<file path="src/rtl/ihc_pkg.sv">
// Package for the IPv4 header checker: word types, status codes and helpers.
`default_nettype none
package ihc_pkg;

    localparam int unsigned COUNT_W = 17;
    localparam logic [COUNT_W-1:0] COUNT_MAX = 17'h10000;
    localparam logic [7:0] VERSION_MASK = 8'hF0;
    localparam logic [7:0] VERSION_IPV4 = 8'h40;
    localparam logic [5:0] MIN_HEADER = 6'd20;
    localparam logic [7:0] MF_BIT = 8'h20;
    localparam logic [15:0] SUM_GOOD = 16'hFFFF;

    typedef enum logic [2:0] {
        ST_OK           = 3'd0,
        ST_BAD_VERSION  = 3'd1,
        ST_SHORT_HEADER = 3'd2,
        ST_LEN_MISMATCH = 3'd3,
        ST_BAD_CHECKSUM = 3'd4
    } status_t;

    typedef struct packed {
        logic [7:0] data_byte;
        logic       last_byte;
    } in_word_t;

    typedef struct packed {
        logic [2:0]  status;
        logic        more_fragments;
        logic [15:0] packet_id;
    } out_word_t;

    // 16-bit ones'-complement add with end-around carry
    function automatic logic [15:0] ones_add(input logic [15:0] a, input logic [15:0] b);
        logic [16:0] s;
        logic [16:0] f;
        s = {1'b0, a} + {1'b0, b};
        f = {1'b0, s[15:0]} + {16'd0, s[16]};
        return f[15:0];
    endfunction

endpackage
`default_nettype wire

</file>
<file path="src/rtl/ipv4_header_check_top.sv">
// IPv4 header checker: a byte-stream validator giving one result word per packet.
// Takes one packet byte per clock on the input channel and gives one result word
// after the byte marked last. A byte passes through an input register and then a
// single stage that captures header fields, adds the header into a 16-bit ones'-
// complement sum and, on the last byte, runs the version, header length, total
// length and checksum checks into the result register; a new result word is loaded
// when the stage takes a last byte while that register is free or being read. Throughput
// is one byte per cycle, bounded by the one ones'-complement add per cycle in the
// checking stage; input is held only while a finished result waits and another last
// byte arrives.
`default_nettype none
module ipv4_header_check_top (
    input  wire logic              clk,
    input  wire logic              rst_n,
    input  wire logic              in_valid,
    output logic                   in_ready,
    input  wire ihc_pkg::in_word_t in_data,
    output logic                   out_valid,
    input  wire logic              out_ready,
    output ihc_pkg::out_word_t     out_data
);
    import ihc_pkg::*;

    logic     s_valid;
    logic     s_ready;
    in_word_t s_data;

    ihc_in_reg u_in_reg (
        .clk      (clk),
        .rst_n    (rst_n),
        .in_valid (in_valid),
        .in_ready (in_ready),
        .in_data  (in_data),
        .s_valid  (s_valid),
        .s_ready  (s_ready),
        .s_data   (s_data)
    );

    ihc_core u_core (
        .clk       (clk),
        .rst_n     (rst_n),
        .s_valid   (s_valid),
        .s_ready   (s_ready),
        .s_data    (s_data),
        .out_valid (out_valid),
        .out_ready (out_ready),
        .out_data  (out_data)
    );

endmodule
`default_nettype wire

</file>
<file path="src/rtl/ihc_in_reg.sv">
// Input register stage for incoming packet bytes.
`default_nettype none
module ihc_in_reg (
    input  wire logic             clk,
    input  wire logic             rst_n,
    input  wire logic             in_valid,
    output logic                  in_ready,
    input  wire ihc_pkg::in_word_t in_data,
    output logic                  s_valid,
    input  wire logic             s_ready,
    output ihc_pkg::in_word_t     s_data
);
    import ihc_pkg::*;

    logic     valid_reg;
    logic     valid_next;
    in_word_t word_reg;

    assign in_ready = !valid_reg || s_ready;
    assign s_valid  = valid_reg;
    assign s_data   = word_reg;

    always_comb
    begin
        valid_next = valid_reg;
        if (in_ready)
        begin
            valid_next = in_valid;
        end
    end

    always_ff @(posedge clk or negedge rst_n)
    begin
        if (!rst_n)
        begin
            valid_reg <= 1'b0;
        end
        else
        begin
            valid_reg <= valid_next;
        end
    end

    // payload: load whenever the stage is free to take a word
    always_ff @(posedge clk)
    begin
        if (in_ready && in_valid)
        begin
            word_reg <= in_data;
        end
    end

endmodule
`default_nettype wire

</file>
<file path="src/rtl/ihc_core.sv">
// Header field capture, checksum accumulation, checks and the result register.
`default_nettype none
module ihc_core (
    input  wire logic              clk,
    input  wire logic              rst_n,
    input  wire logic              s_valid,
    output logic                   s_ready,
    input  wire ihc_pkg::in_word_t s_data,
    output logic                   out_valid,
    input  wire logic              out_ready,
    output ihc_pkg::out_word_t     out_data
);
    import ihc_pkg::*;

    logic [COUNT_W-1:0] byte_count_reg, byte_count_next;
    logic [7:0]         first_reg, first_next;
    logic [15:0]        total_len_reg, total_len_next;
    logic [15:0]        ident_reg, ident_next;
    logic [7:0]         flags_reg, flags_next;
    logic [15:0]        sum_reg, sum_next;
    logic [7:0]         pend_reg, pend_next;
    logic               out_valid_reg, out_valid_next;
    out_word_t          out_word_reg;

    logic [7:0]         b;
    logic [5:0]         hlen_w;
    logic               in_hdr;
    logic [15:0]        sum_final;
    logic [COUNT_W-1:0] count_inc;
    status_t            status_w;
    logic               fire;
    logic               load_res;

    assign b         = s_data.data_byte;
    assign s_ready   = !s_data.last_byte || !out_valid_reg || out_ready;
    assign fire      = s_valid && s_ready;
    assign load_res  = fire && s_data.last_byte;
    assign out_valid = out_valid_reg;
    assign out_data  = out_word_reg;

    always_comb
    begin
        first_next     = (byte_count_reg == '0) ? b : first_reg;
        hlen_w         = {first_next[3:0], 2'b00};
        in_hdr         = byte_count_reg < {{(COUNT_W-6){1'b0}}, hlen_w};
        total_len_next = total_len_reg;
        ident_next     = ident_reg;
        flags_next     = flags_reg;
        pend_next      = pend_reg;
        sum_next       = sum_reg;

        if (byte_count_reg == COUNT_W'(2))
        begin
            total_len_next[15:8] = b;
        end
        if (byte_count_reg == COUNT_W'(3))
        begin
            total_len_next[7:0] = b;
        end
        if (byte_count_reg == COUNT_W'(4))
        begin
            ident_next[15:8] = b;
        end
        if (byte_count_reg == COUNT_W'(5))
        begin
            ident_next[7:0] = b;
        end
        if (byte_count_reg == COUNT_W'(6))
        begin
            flags_next = b;
        end

        if (in_hdr)
        begin
            if (!byte_count_reg[0])
            begin
                pend_next = b;
            end
            else
            begin
                sum_next = ones_add(sum_reg, {pend_reg, b});
            end
        end

        count_inc = (byte_count_reg < COUNT_MAX) ? byte_count_reg + COUNT_W'(1)
                                                 : byte_count_reg;
        byte_count_next = count_inc;

        // odd header byte left over at the end: add it as a high byte
        sum_final = sum_next;
        if (in_hdr && !byte_count_reg[0])
        begin
            sum_final = ones_add(sum_next, {b, 8'h00});
        end

        priority if ((first_next & VERSION_MASK) != VERSION_IPV4)
        begin
            status_w = ST_BAD_VERSION;
        end
        else if (hlen_w < MIN_HEADER)
        begin
            status_w = ST_SHORT_HEADER;
        end
        else if (count_inc[COUNT_W-1] || (count_inc[15:0] != total_len_next))
        begin
            status_w = ST_LEN_MISMATCH;
        end
        else if (sum_final != SUM_GOOD)
        begin
            status_w = ST_BAD_CHECKSUM;
        end
        else
        begin
            status_w = ST_OK;
        end

        out_valid_next = out_valid_reg;
        if (load_res)
        begin
            out_valid_next = 1'b1;
        end
        else if (out_ready)
        begin
            out_valid_next = 1'b0;
        end
    end

    always_ff @(posedge clk or negedge rst_n)
    begin
        if (!rst_n)
        begin
            byte_count_reg <= '0;
            first_reg      <= '0;
            total_len_reg  <= '0;
            ident_reg      <= '0;
            flags_reg      <= '0;
            sum_reg        <= '0;
            pend_reg       <= '0;
            out_valid_reg  <= 1'b0;
        end
        else
        begin
            out_valid_reg <= out_valid_next;
            if (load_res)
            begin
                // packet done: clear for the next one
                byte_count_reg <= '0;
                first_reg      <= '0;
                total_len_reg  <= '0;
                ident_reg      <= '0;
                flags_reg      <= '0;
                sum_reg        <= '0;
                pend_reg       <= '0;
            end
            else if (fire)
            begin
                byte_count_reg <= byte_count_next;
                first_reg      <= first_next;
                total_len_reg  <= total_len_next;
                ident_reg      <= ident_next;
                flags_reg      <= flags_next;
                sum_reg        <= sum_next;
                pend_reg       <= pend_next;
            end
        end
    end

    always_ff @(posedge clk)
    begin
        if (load_res)
        begin
            out_word_reg.status         <= status_w;
            out_word_reg.more_fragments <= (flags_next & MF_BIT) != 8'h00;
            out_word_reg.packet_id      <= ident_next;
        end
    end

    a_clear_after_result: assert property (@(posedge clk) disable iff (!rst_n)
        load_res |=> (byte_count_reg == '0) && (sum_reg == '0))
        else $error("state not cleared after final byte");

    a_count_bounded: assert property (@(posedge clk) disable iff (!rst_n)
        byte_count_reg <= COUNT_MAX)
        else $error("byte count beyond saturation");

    a_count_step: assert property (@(posedge clk) disable iff (!rst_n)
        (fire && !s_data.last_byte && (byte_count_reg < COUNT_MAX))
        |=> byte_count_reg == $past(byte_count_reg) + COUNT_W'(1))
        else $error("byte count did not advance");

    a_ok_needs_header: assert property (@(posedge clk) disable iff (!rst_n)
        (load_res && (status_w == ST_OK)) |-> (hlen_w >= MIN_HEADER) && !count_inc[COUNT_W-1])
        else $error("ok status with short header or overflowed count");

    a_result_held: assert property (@(posedge clk) disable iff (!rst_n)
        (out_valid_reg && !out_ready) |=> out_valid_reg && $stable(out_word_reg))
        else $error("pending result lost");

endmodule
`default_nettype wire

</file>
<file path="config.mk">
export PLATFORM = sky130hd
export DESIGN_NAME = ipv4_header_check_top
export DESIGN_NICKNAME = d
export VERILOG_FILES = /design/src/rtl/ihc_pkg.sv /design/src/rtl/ipv4_header_check_top.sv /design/src/rtl/ihc_in_reg.sv /design/src/rtl/ihc_core.sv
export SDC_FILE = /design/constraint.sdc
export NUM_CORES = 1
export LEC_CHECK = 0
export BUFFER_PORTS_ARGS = -buffer_cell sky130_fd_sc_hd__buf_2
export CORE_MARGIN = 2
export CORE_UTILIZATION = 33
export DETAILED_ROUTE_END_ITERATION = 8
export SYNTH_ARGS = -nofsm -noshare
export SYNTH_HDL_FRONTEND = slang
export SYNTH_HIERARCHICAL = 1
export SYNTH_SLANG_ARGS = --single-unit
</file>
<file path="constraint.sdc">
create_clock -name clk -period 8.1 [get_ports clk]
set_input_delay 0 -clock clk [delete_from_list [all_inputs] [get_ports clk]]
set_output_delay 0 -clock clk [all_outputs]
set_load 0.1 [all_outputs]
</file>
* Yosys cells after proc, flatten, opt, wreduce, memory -nomap -nowiden
Cells that the tools add are included.
Cells by class: add/subtract/negate cells 5, order comparisons 3, equal/unequal tests 9, muxes and demuxes 31, reduce and logical (&&, ||, !) cells 18
Operators by type and width (number):
- 16-bit 2-to-1 mux | 9
- 8-bit 2-to-1 mux | 11
- 17-bit by 3-bit equality test with 1-bit output, second input constant | 3
- 17-bit 2-to-1 mux | 3
- 16-bit by 16-bit adder with 17-bit output | 2
- 17-bit by 2-bit equality test with 1-bit output, second input constant | 2
- 16-bit by 1-bit adder with 16-bit output | 2
- 6-bit 2-to-1 mux | 3
- 17-bit by 1-bit adder with 17-bit output, second input constant | 1
- 17-bit zero test | 1
- 17-bit < comparator, second input constant | 1
- 17-bit by 6-bit < comparator with 1-bit output | 1
- 16-bit inequality test | 1
- 16-bit inequality test, second input constant | 1
- 6-bit by 5-bit < comparator with 1-bit output, second input constant | 1
- 2-bit nonzero test | 3
- 1-bit logical AND | 4
- 1-bit zero test | 4
- 1-bit logical OR | 4
- 2-bit 2-to-1 mux | 2
- 4-bit by 3-bit inequality test with 1-bit output, second input constant | 1
- 3-bit 2-to-1 mux | 1
- 3-bit AND reduction | 1
- 3-bit OR reduction | 1
- 2 further kinds | 3
Storage, ports and cells: bits in registers 113, input port bits 13, output and inout port bits 22

* Longest topological paths before layout
Gate-level depths: netlist of run 1.
depth after elaboration 11, gate-level depth with buffers 32

* Hierarchy
The synthesis of run 1 kept the hierarchy.
Modules (own cells, without submodules):
- ihc_core | instances 1, cells each 782, area an instance 7282.0 um^2, seq. area each 2677.6 um^2
- ihc_in_reg | instances 1, cells each 13, area an instance 324.1 um^2, seq. area each 295.3 um^2

* Worst setup path after synthesis of run 1
OpenSTA, ideal clock, no wires.
path kind register to register, start reg u_in_reg.word_reg (netlist bit u_in_reg/s_data[2]), end reg u_core.out_word_reg (netlist bit u_core/out_data[19]) (data pin), arrival time 6.431 ns, slack 1.412 ns, stages on the path, launching flop included 32, cells stage by stage edfxtp_1 > inv_1 > fa_1 > nand2b_1 > a21oi_1 > o2111ai_1 > nand3_1 > nand2_1 > nor2_1 > o21ai_0 > nand2b_1 > ha_1 > ha_1 > and3_1 > nand3_1 > nor2_1 > xor2_1 > o21ai_0 > ha_1 > fa_1 > a21o_1 > a21oi_1 > o21ai_0 > a21o_1 > a21o_1 > ha_1 > ha_1 > a21o_1 > a2111oi_0 > o22ai_1 > or4_1 > o2111a_1
On the way: longest elaborated chain between the ends 9, elaborated cells between the ends (all ways) 18, those cells by class add/sub: 4; order compare: 2; eq/ne: 2; mux: 7; reduce/logical: 3
RTL lines:
- start, declared | RTL line ihc_in_reg.sv:17 | in_word_t word_reg;
- start signal, assigned | RTL line ihc_in_reg.sv:49 | word_reg <= in_data;
- 16-bit by 16-bit adder with 17-bit output | RTL line ihc_pkg.sv:36 | s = {1'b0, a} + {1'b0, b};
- 16-bit by 1-bit adder with 16-bit output | RTL line ihc_pkg.sv:37 | f = {1'b0, s[15:0]} + {16'd0, s[16]};
- 16-bit 2-to-1 mux | RTL line ihc_core.sv:75 | if (!byte_count_reg[0])
- 16-bit 2-to-1 mux | RTL line ihc_core.sv:73 | if (in_hdr)
- 16-bit by 16-bit adder with 17-bit output | RTL line ihc_pkg.sv:36
- 16-bit by 1-bit adder with 16-bit output | RTL line ihc_pkg.sv:37
- 16-bit 2-to-1 mux | RTL line ihc_core.sv:91 | if (in_hdr && !byte_count_reg[0])
- 16-bit inequality test | RTL line ihc_core.sv:108 | else if (sum_final != SUM_GOOD)
- 3-bit 2-to-1 mux | RTL line ihc_core.sv:108
- end, declared | RTL line ihc_core.sv:23 | out_word_t out_word_reg;
Several ways; a longest one is shown, not always the timed one. A chain may end at the register's enable or synchronous reset.

* Worst setup path after layout of run 1
start reg u_core.sum_reg[0], end reg u_core.out_word_reg (netlist bit u_core/out_data[19]) (data pin)
On the way: longest elaborated chain between the ends 9
RTL lines:
- start, declared | RTL line ihc_core.sv:20 | logic [15:0] sum_reg, sum_next;
- start signal, assigned | RTL line ihc_core.sv:162 | sum_reg <= sum_next;
- 16-bit by 16-bit adder with 17-bit output | RTL line ihc_pkg.sv:36
- 16-bit by 1-bit adder with 16-bit output | RTL line ihc_pkg.sv:37
- 16-bit 2-to-1 mux | RTL line ihc_core.sv:75
- 16-bit 2-to-1 mux * | RTL line ihc_core.sv:73
- 16-bit by 16-bit adder with 17-bit output | RTL line ihc_pkg.sv:36
- 16-bit by 1-bit adder with 16-bit output | RTL line ihc_pkg.sv:37
- 16-bit 2-to-1 mux * | RTL line ihc_core.sv:91
- 16-bit inequality test * | RTL line ihc_core.sv:108
- 3-bit 2-to-1 mux * | RTL line ihc_core.sv:108
Every way passes the cells marked *; elsewhere a longest branch is shown, timed or not.

==> run_summary.xml, run 1 <==
<?xml version="1.0" encoding="UTF-8"?>
<metrics>
  <group name="power">
    <metric name="netSwitchingFraction" unit="">0.4090</metric>
    <metric name="p_switching" unit="mW">1.105</metric>
    <metric name="power.leakage" unit="nW">3.772</metric>
    <metric name="clock_power_share" unit="">0.288</metric>
    <metric name="comb_power_share" unit="">0.417</metric>
    <metric name="vdd_drop_max" unit="mV">0.1674</metric>
    <metric name="report.power.total" unit="mW">2.702</metric>
    <metric name="powerDensity" unit="nW/um2">305.8</metric>
    <metric name="sequentialPowerShare" unit="">0.295</metric>
    <metric name="internal_portion_of_total_power" unit="mW">1.597</metric>
  </group>
  <group name="finish">
    <metric name="final-instance-count-excl-fill" unit="">1130</metric>
    <metric name="antenna_cells_inserted" unit="">0</metric>
    <metric name="max_reg_flops" unit="">20</metric>
    <metric name="final_common_cell" unit="">sky130_fd_sc_hd__dfrtp_1</metric>
    <metric name="drive_above_1_share" unit="">0.1444</metric>
    <metric name="final_cell_mix" unit="">sky130_fd_sc_hd__dfrtp_1, sky130_fd_sc_hd__nand2_1, sky130_fd_sc_hd__o21ai_0</metric>
    <metric name="layout.nets" unit="">883</metric>
    <metric name="area_growth" unit="%">16.17</metric>
    <metric name="final_cell_area" unit="um2">8836</metric>
  </group>
  <group name="floorplan">
    <metric name="num_io_pins" unit="">35</metric>
    <metric name="die_h" unit="um">155.8</metric>
    <metric name="dieArea" unit="um2">24280</metric>
    <metric name="core_region_area" unit="um2">22640</metric>
    <metric name="initial_core_util" unit="">0.3359</metric>
    <metric name="num_rows" unit="">55</metric>
    <metric name="die_x" unit="um">155.8</metric>
  </group>
  <group name="min_path">
    <metric name="holdCritPathClass" unit="">primary input to async pin</metric>
  </group>
  <group name="drt">
    <metric name="first_pass_drt_iterations" unit="">5</metric>
    <metric name="drt-total-wl" unit="mm">21.84</metric>
    <metric name="first_iter_violations" unit="">648</metric>
    <metric name="via_per_inst" unit="">5.700</metric>
    <metric name="remaining_drc_errors" unit="">0</metric>
    <metric name="antenna_violating_nets_post_route" unit="">0</metric>
    <metric name="vias" unit="">6441</metric>
    <metric name="detail_routed_net_length_per_standard_cell" unit="um">19.33</metric>
  </group>
  <group name="logic_synthesis">
    <metric name="synth.top_cell.area_share" unit="">0.2764</metric>
    <metric name="syn-mean-instance-area" unit="um2">9.567</metric>
    <metric name="syn_nets" unit="">846</metric>
    <metric name="count_of_flip_flops_with_a_built_in_enable_after_synthesis" unit="">29</metric>
    <metric name="synthDominantAreaCellType" unit="">sky130_fd_sc_hd__dfrtp_1</metric>
    <metric name="async_flop_share" unit="">0.7434</metric>
    <metric name="synthTopCellsByArea" unit="">sky130_fd_sc_hd__dfrtp_1, sky130_fd_sc_hd__edfxtp_1, sky130_fd_sc_hd__ha_1</metric>
    <metric name="synth-seq-area-share" unit="">0.3909</metric>
    <metric name="synth.distinct_cells" unit="">74</metric>
    <metric name="most_used_dff_post_synth" unit="">sky130_fd_sc_hd__dfrtp_1</metric>
    <metric name="synth-warning-count" unit="">6</metric>
    <metric name="postSynthRegisterBits" unit="">113</metric>
    <metric name="netlist_instances" unit="">795</metric>
    <metric name="mappedNetlistArea" unit="um2">7606</metric>
  </group>
  <group name="setup_path">
    <metric name="crit_slowest_cell" unit="">sky130_fd_sc_hd__or4_1</metric>
    <metric name="r2r_setup_slack" unit="ns">0.63</metric>
    <metric name="r2r_end" unit="">u_core/out_data[19]</metric>
    <metric name="setup.worst_path.class" unit="">flop to flop</metric>
    <metric name="worst_r2r_path_depth" unit="">32</metric>
    <metric name="crit-reg2reg-launch" unit="">u_core/sum_reg[0]</metric>
    <metric name="cp_data_arrival_time" unit="ns">7.65</metric>
    <metric name="path_max_fanout" unit="">6</metric>
    <metric name="critPathMostFrequentCell" unit="">sky130_fd_sc_hd__ha_1</metric>
    <metric name="worst-endpoint-required" unit="ns">8.27</metric>
    <metric name="max_stage_delay" unit="ns">0.58</metric>
    <metric name="timing.critical_path.from_type" unit="">flop</metric>
    <metric name="setup.worst_path.end_class" unit="">flop</metric>
  </group>
  <group name="sta">
    <metric name="worst_slew_margin_rel" unit="">0.2651</metric>
    <metric name="finalCritPeriodShare" unit="">0.9226</metric>
    <metric name="count_of_final_max_slew_check_failures" unit="">0</metric>
    <metric name="finalWorstPathRequiredPeriod" unit="ns">7.473</metric>
    <metric name="fin_worst_skew" unit="ns">0.008032</metric>
    <metric name="unrepaired_setup_endpoints_after_global_routing" unit="">no</metric>
    <metric name="post_route_setup_tns" unit="ns">0</metric>
    <metric name="highest_clock_rate" unit="GHz">0.1338</metric>
    <metric name="report.final.setup_viol" unit="">0</metric>
    <metric name="tightestPinTransition" unit="ns">1.097</metric>
    <metric name="report.final.hold_viol_count" unit="">0</metric>
  </group>
  <group name="global_routing">
    <metric name="globalRouteTotalUtil" unit="">0.1871</metric>
    <metric name="grt_start_max_net_pins" unit="">62</metric>
    <metric name="met2_usage_in_global_routing" unit="">0.2847</metric>
    <metric name="gr-max-usage-layer" unit="">met2</metric>
    <metric name="initial_antenna_violation_count" unit="">0</metric>
    <metric name="groute.layer.met1.usage" unit="">0.2637</metric>
    <metric name="grt_pass1_vias" unit="">6103</metric>
    <metric name="grt_remaining_overflow" unit="">0</metric>
    <metric name="grt_first_pass_wirelength" unit="mm">35.06</metric>
    <metric name="use_met3" unit="">0.04333</metric>
  </group>
  <group name="clock_network">
    <metric name="cts_made_buffers" unit="">17</metric>
    <metric name="worst_skew_pair.late_latency" unit="ns">0.42</metric>
    <metric name="h-tree-depth" unit="">4</metric>
    <metric name="clkTransAtPathRegs" unit="ns">0.06</metric>
    <metric name="root_buffer" unit="">sky130_fd_sc_hd__clkbuf_16</metric>
    <metric name="clock_sink_total" unit="">113</metric>
    <metric name="cts_tree" unit="">built</metric>
    <metric name="clockBufferDepth" unit="">2</metric>
    <metric name="post_cts_buffers" unit="">0</metric>
  </group>
  <group name="placed_design">
    <metric name="dpl.hpwl" unit="mm">14.95</metric>
    <metric name="numPlacedInstances" unit="">1086</metric>
    <metric name="place_area" unit="um2">8097</metric>
    <metric name="place.gp.congestion" unit="">0.9070</metric>
    <metric name="port_buffers" unit="">34</metric>
  </group>
  <group name="flow_run">
    <metric name="cap_viol_max_count" unit="">0</metric>
  </group>
  <group name="outcome">
    <metric name="outcome" unit="">finished, final reports clean</metric>
  </group>
</metrics>
-- metal layers --
metal,vias to the layer above,wire (um)
met3,35,1475
met2,204,9739
li1,3066,-
met1,3136,10140
met5,-,0
met4,0,483
-- worst max-delay path by stage --
stage / start / slack, ns / to / depth (start not counted)
2_1_floorplan: u_in_reg/s_data[2] / 1.41 / u_core/out_data[19] / 31
5_1_grt: u_core/sum_reg[0] / 0.0009 / u_core/out_data[19] / 32
4_1_cts: u_core/sum_reg[0] / 0.60 / u_core/out_data[19] / 32
3_3_place_gp: u_core/sum_reg[0] / 1.0 / u_core/out_data[19] / 32
6_report: u_core/sum_reg[0] / 0.63 / u_core/out_data[19] / 32
3_5_place_dp: u_core/sum_reg[0] / 0.64 / u_core/out_data[19] / 32
-- worst max-delay path: cells and delay by family (launching register included) --
| kind | cells | cell delay (ns) |
|---|---|---|
| AO/OA/AOI/OAI | 13 | 2.56 |
| XOR/XNOR | 1 | 0.19 |
| adder cells (fa/ha/maj) | 8 | 2.25 |
| buffers and inverters | 1 | 0.07 |
| flip-flops | 1 | 0.38 |
| AND/OR/NAND/NOR | 9 | 1.78 |
-- kinds of logic after synthesis --
| logic type | synth area share |
|---|---|
| fa+ha+maj | 0.06448 |
| flops | 0.3909 |
| mux | 0.06333 |
| compound gates | 0.2071 |
| buf+inv | 0.03487 |
| xor+xnor | 0.05708 |
| simple gates | 0.1823 |
-- Yosys cell counts, types with 4 or more instances --
cell type / number
sky130_fd_sc_hd__nor2b_1: 8
sky130_fd_sc_hd__mux2_2: 17
sky130_fd_sc_hd__nand2_1: 74
sky130_fd_sc_hd__a21o_1: 12
sky130_fd_sc_hd__or3_1: 9
sky130_fd_sc_hd__a211oi_1: 5
sky130_fd_sc_hd__a32o_1: 10
sky130_fd_sc_hd__nand4_1: 15
sky130_fd_sc_hd__nor3b_1: 5
sky130_fd_sc_hd__a22oi_1: 15
sky130_fd_sc_hd__o211ai_1: 11
sky130_fd_sc_hd__a31oi_1: 5
sky130_fd_sc_hd__o211a_1: 4
sky130_fd_sc_hd__nand2b_1: 8
sky130_fd_sc_hd__a2111oi_0: 4
sky130_fd_sc_hd__a22o_1: 34
sky130_fd_sc_hd__xnor2_1: 29
sky130_fd_sc_hd__buf_2: 8
sky130_fd_sc_hd__and2_1: 4
sky130_fd_sc_hd__dfrtp_1: 84
sky130_fd_sc_hd__mux2i_1: 29
sky130_fd_sc_hd__o21ai_0: 54
sky130_fd_sc_hd__ha_1: 36
sky130_fd_sc_hd__edfxtp_1: 29
sky130_fd_sc_hd__nor2_1: 48
sky130_fd_sc_hd__inv_1: 23
sky130_fd_sc_hd__nor3_1: 16
sky130_fd_sc_hd__and3_1: 13
sky130_fd_sc_hd__o21bai_1: 5
sky130_fd_sc_hd__nor4_1: 4
sky130_fd_sc_hd__clkbuf_1: 36
sky130_fd_sc_hd__o21a_1: 6
sky130_fd_sc_hd__xor2_1: 18
sky130_fd_sc_hd__a21oi_1: 33
sky130_fd_sc_hd__o22ai_1: 6
sky130_fd_sc_hd__nand3_1: 20
sky130_fd_sc_hd__nor4b_1: 4
-- metrics by stage --
step	hold WS (ns)	util	setup WS (ns)
CTS	0.06236	0.3899	0.6029
detailed placement	-0.04236	0.3576	0.6402
global placement	-0.04473	0.3576	0.9955
floorplan	-0.2956	-	1.412
finish	0.05562	0.3903	0.6266
global route	0.07653	0.3903	0.0008686
-- area by class of cell --
type                    count  area (um2)
repair buffers             63       420.4
multi-input cells         614        4389
fillers                  2219       13800
flip-flops and latches    113        2973
well taps                 285       356.6
inverters                  23       86.33
clock buffers              18       429.2
clock inverters            14       181.4
-- power by group through the flow --
| stage | combinational [mW] | clock, mW | sequential [mW] |
|---|---|---|---|
| floorplan | 0.830 | 0 | 0.800 |
| global placement | 1.10 | 0 | 0.802 |
| detailed placement | 1.10 | 0 | 0.803 |
| CTS | 1.11 | 0.794 | 0.795 |
| global route | 1.25 | 0.824 | 0.810 |
| finish | 1.13 | 0.779 | 0.797 |
-- what timing repair did --
| item | in CTS | in global routing |
|---|---|---|
| setup endpoints to repair | 0 | 1 |
| gates resized for setup | 0 | 2 |
| hold endpoints to repair | 39 | 0 |
| hold buffers | 12 | 0 |
Note: power is estimated with default switching activity, not from simulation.
==> inputs of run 2 (changes only) <==
- CELL_PAD_IN_SITES_DETAIL_PLACEMENT: unset -> 1
- CELL_PAD_IN_SITES_GLOBAL_PLACEMENT: unset -> 1
- CORE_UTILIZATION: 33 -> 49
- PLACE_DENSITY_LB_ADDON: unset -> 0.1
==> run 2 against run 1 <==
Against the previous run:
- clock power decreased by 4.2%
- sequential share of layout area grew 0.59 points
- hold slack lost 0.029 ns
- combinational power increased by 4%
- largest power group unchanged
- total power increased by 0.78%
- register-to-register slack got worse by 0.07 ns
- setup slack lost 0.074 ns
- sequential cell count stayed put
==> run_summary.xml, run 2 (same netlist as run 1, synthesis figures left out) <==
<?xml version="1.0" encoding="UTF-8"?>
<metrics>
  <group name="clock_network">
    <metric name="cts_made_buffers" unit="">17</metric>
    <metric name="clkTransAtPathRegs" unit="ns">0.06</metric>
    <metric name="h-tree-depth" unit="">4</metric>
    <metric name="root_buffer" unit="">sky130_fd_sc_hd__clkbuf_16</metric>
    <metric name="clockBufferDepth" unit="">2</metric>
    <metric name="worst_skew_pair.late_latency" unit="ns">0.42</metric>
    <metric name="cts_tree" unit="">built</metric>
    <metric name="clock_sink_total" unit="">113</metric>
  </group>
  <group name="finish">
    <metric name="drive_above_1_share" unit="">0.1432</metric>
    <metric name="area_growth" unit="%">14.18</metric>
    <metric name="final_common_cell" unit="">sky130_fd_sc_hd__dfrtp_1</metric>
    <metric name="antenna_cells_inserted" unit="">0</metric>
    <metric name="layout.nets" unit="">883</metric>
    <metric name="final_cell_area" unit="um2">8685</metric>
    <metric name="max_reg_flops" unit="">20</metric>
    <metric name="final_cell_mix" unit="">sky130_fd_sc_hd__dfrtp_1, sky130_fd_sc_hd__nand2_1, sky130_fd_sc_hd__o21ai_0</metric>
  </group>
  <group name="floorplan">
    <metric name="num_io_pins" unit="">35</metric>
    <metric name="dieArea" unit="um2">16540</metric>
    <metric name="die_h" unit="um">128.6</metric>
    <metric name="die_x" unit="um">128.6</metric>
    <metric name="num_rows" unit="">45</metric>
    <metric name="initial_core_util" unit="">0.5003</metric>
    <metric name="core_region_area" unit="um2">15200</metric>
  </group>
  <group name="min_path">
    <metric name="holdCritPathClass" unit="">primary input to async pin</metric>
  </group>
  <group name="drt">
    <metric name="first_iter_violations" unit="">519</metric>
    <metric name="via_per_inst" unit="">6.543</metric>
    <metric name="remaining_drc_errors" unit="">0</metric>
    <metric name="drt-total-wl" unit="mm">24.67</metric>
    <metric name="vias" unit="">6759</metric>
    <metric name="antenna_violating_nets_post_route" unit="">0</metric>
    <metric name="detail_routed_net_length_per_standard_cell" unit="um">23.88</metric>
    <metric name="first_pass_drt_iterations" unit="">6</metric>
  </group>
  <group name="power">
    <metric name="clock_power_share" unit="">0.274</metric>
    <metric name="sequentialPowerShare" unit="">0.295</metric>
    <metric name="powerDensity" unit="nW/um2">313.5</metric>
    <metric name="netSwitchingFraction" unit="">0.4243</metric>
    <metric name="vdd_drop_max" unit="mV">0.1700</metric>
    <metric name="power.leakage" unit="nW">3.764</metric>
    <metric name="internal_portion_of_total_power" unit="mW">1.567</metric>
    <metric name="p_switching" unit="mW">1.155</metric>
    <metric name="comb_power_share" unit="">0.431</metric>
  </group>
  <group name="setup_path">
    <metric name="timing.critical_path.from_type" unit="">flop</metric>
    <metric name="r2r_setup_slack" unit="ns">0.55</metric>
    <metric name="crit-reg2reg-launch" unit="">u_core/sum_reg[0]</metric>
    <metric name="critPathMostFrequentCell" unit="">sky130_fd_sc_hd__ha_1</metric>
    <metric name="worst-endpoint-required" unit="ns">8.27</metric>
    <metric name="setup.worst_path.class" unit="">flop to flop</metric>
    <metric name="setup.worst_path.end_class" unit="">flop</metric>
    <metric name="r2r_end" unit="">u_core/out_data[19]</metric>
    <metric name="cp_data_arrival_time" unit="ns">7.72</metric>
    <metric name="max_stage_delay" unit="ns">0.54</metric>
    <metric name="critPathTopFamily" unit="">compound AO/OA/AOI/OAI gates</metric>
    <metric name="path_buf_inv" unit="">1</metric>
    <metric name="crit_slowest_cell" unit="">sky130_fd_sc_hd__or4_1</metric>
    <metric name="worst_r2r_path_depth" unit="">32</metric>
    <metric name="path_max_fanout" unit="">6</metric>
  </group>
  <group name="global_routing">
    <metric name="initial_antenna_violation_count" unit="">0</metric>
    <metric name="grt_first_pass_wirelength" unit="mm">39.74</metric>
    <metric name="grt_start_max_net_pins" unit="">63</metric>
    <metric name="grt_pass1_vias" unit="">7040</metric>
    <metric name="globalRouteTotalUtil" unit="">0.3153</metric>
    <metric name="grt_remaining_overflow" unit="">0</metric>
  </group>
  <group name="sta">
    <metric name="unrepaired_setup_endpoints_after_global_routing" unit="">no</metric>
    <metric name="count_of_final_max_slew_check_failures" unit="">0</metric>
    <metric name="finalCritPeriodShare" unit="">0.9317</metric>
    <metric name="report.final.hold_viol_count" unit="">0</metric>
    <metric name="worst_slew_margin_rel" unit="">0.1979</metric>
    <metric name="post_route_setup_tns" unit="ns">0</metric>
    <metric name="finalWorstPathRequiredPeriod" unit="ns">7.547</metric>
    <metric name="fin_worst_skew" unit="ns">0.008690</metric>
    <metric name="final.setup.worst_slack" unit="ns">0.5530</metric>
    <metric name="report.final.setup_viol" unit="">0</metric>
    <metric name="tightestPinTransition" unit="ns">1.198</metric>
    <metric name="highest_clock_rate" unit="GHz">0.1325</metric>
  </group>
  <group name="outcome">
    <metric name="outcome" unit="">finished, final reports clean</metric>
  </group>
  <group name="flow_run">
    <metric name="cap_viol_max_count" unit="">0</metric>
  </group>
  <group name="placed_design">
    <metric name="port_buffers" unit="">34</metric>
    <metric name="place_ws" unit="ns">0.4688</metric>
    <metric name="place.gp.congestion" unit="">0.9046</metric>
    <metric name="place_area" unit="um2">7975</metric>
    <metric name="dpl.hpwl" unit="mm">17.18</metric>
  </group>
</metrics>
run 2: repair_timing:
action,CTS,global route
setup endpoints to repair,0,1
setup buffers,0,0
hold buffers,12,0
hold endpoints to repair,33,0
resized for setup,0,2
run 2: worst max-delay path by stage:
stage / endpoint / from / slack [ns] / cells past startpoint
finish: u_core/out_data[19] / u_core/sum_reg[0] / 0.55 / 32
global route: u_core/out_data[19] / u_core/sum_reg[0] / 0.06 / 32
floorplan: u_core/out_data[19] / u_in_reg/s_data[2] / 1.41 / 31
CTS: u_core/out_data[19] / u_core/sum_reg[0] / 0.46 / 32
global placement: u_core/out_data[19] / u_core/sum_reg[0] / 0.98 / 32
detailed placement: u_core/out_data[19] / u_core/sum_reg[0] / 0.47 / 32
run 2: stage by stage:
step,cells,total power [mW],utilization,hold slack (ns)
after global placement,989,1.898,0.5246,-0.07782
after CTS,1033,2.710,0.5709,0.01714
after global routing,1033,2.880,0.5713,0.04278
after floorplan,795,1.630,-,-0.2956
after detailed placement,989,1.947,0.5246,-0.07725
final,1033,2.723,0.5713,0.02678
run 2: routing by layer:
metal	GRT usage	routed length [um]	share of wire
met1	0.4250	11100	0.45
met2	0.5304	12120	0.49
met3	0.06279	1176	0.048
met4	0.06969	272	0.011
met5	0	0	0
run 2: layout make-up:
class | count | area, um2
clock buffer | 18 | 429.2
clock inverter | 14 | 155.1
fill | 1731 | 6518
inverter | 23 | 86.33
multi-input combinational | 614 | 4385
sequential | 113 | 2973
tap | 188 | 235.2
timing repair buffer | 63 | 420.4
run 2: worst register-to-register path: cells and delay by family (launching register included):
kind	cells	cell delay [ns]
AOI/OAI and AO/OA	13	2.60
xor gates and xnor gates	1	0.17
adders and majority gates	8	2.28
buffers and inverters	1	0.07
DFF	1	0.42
and+or+nand+nor	9	1.77
run 2: power by group through the flow:
| stage | Clock, mW | Combinational [mW] | Sequential, mW |
|---|---|---|---|
| finish | 0.746 | 1.17 | 0.803 |
| global route | 0.781 | 1.28 | 0.817 |
| global placement | 0 | 1.10 | 0.800 |
| detailed placement | 0 | 1.14 | 0.807 |
| floorplan | 0 | 0.830 | 0.800 |
| CTS | 0.754 | 1.16 | 0.800 |
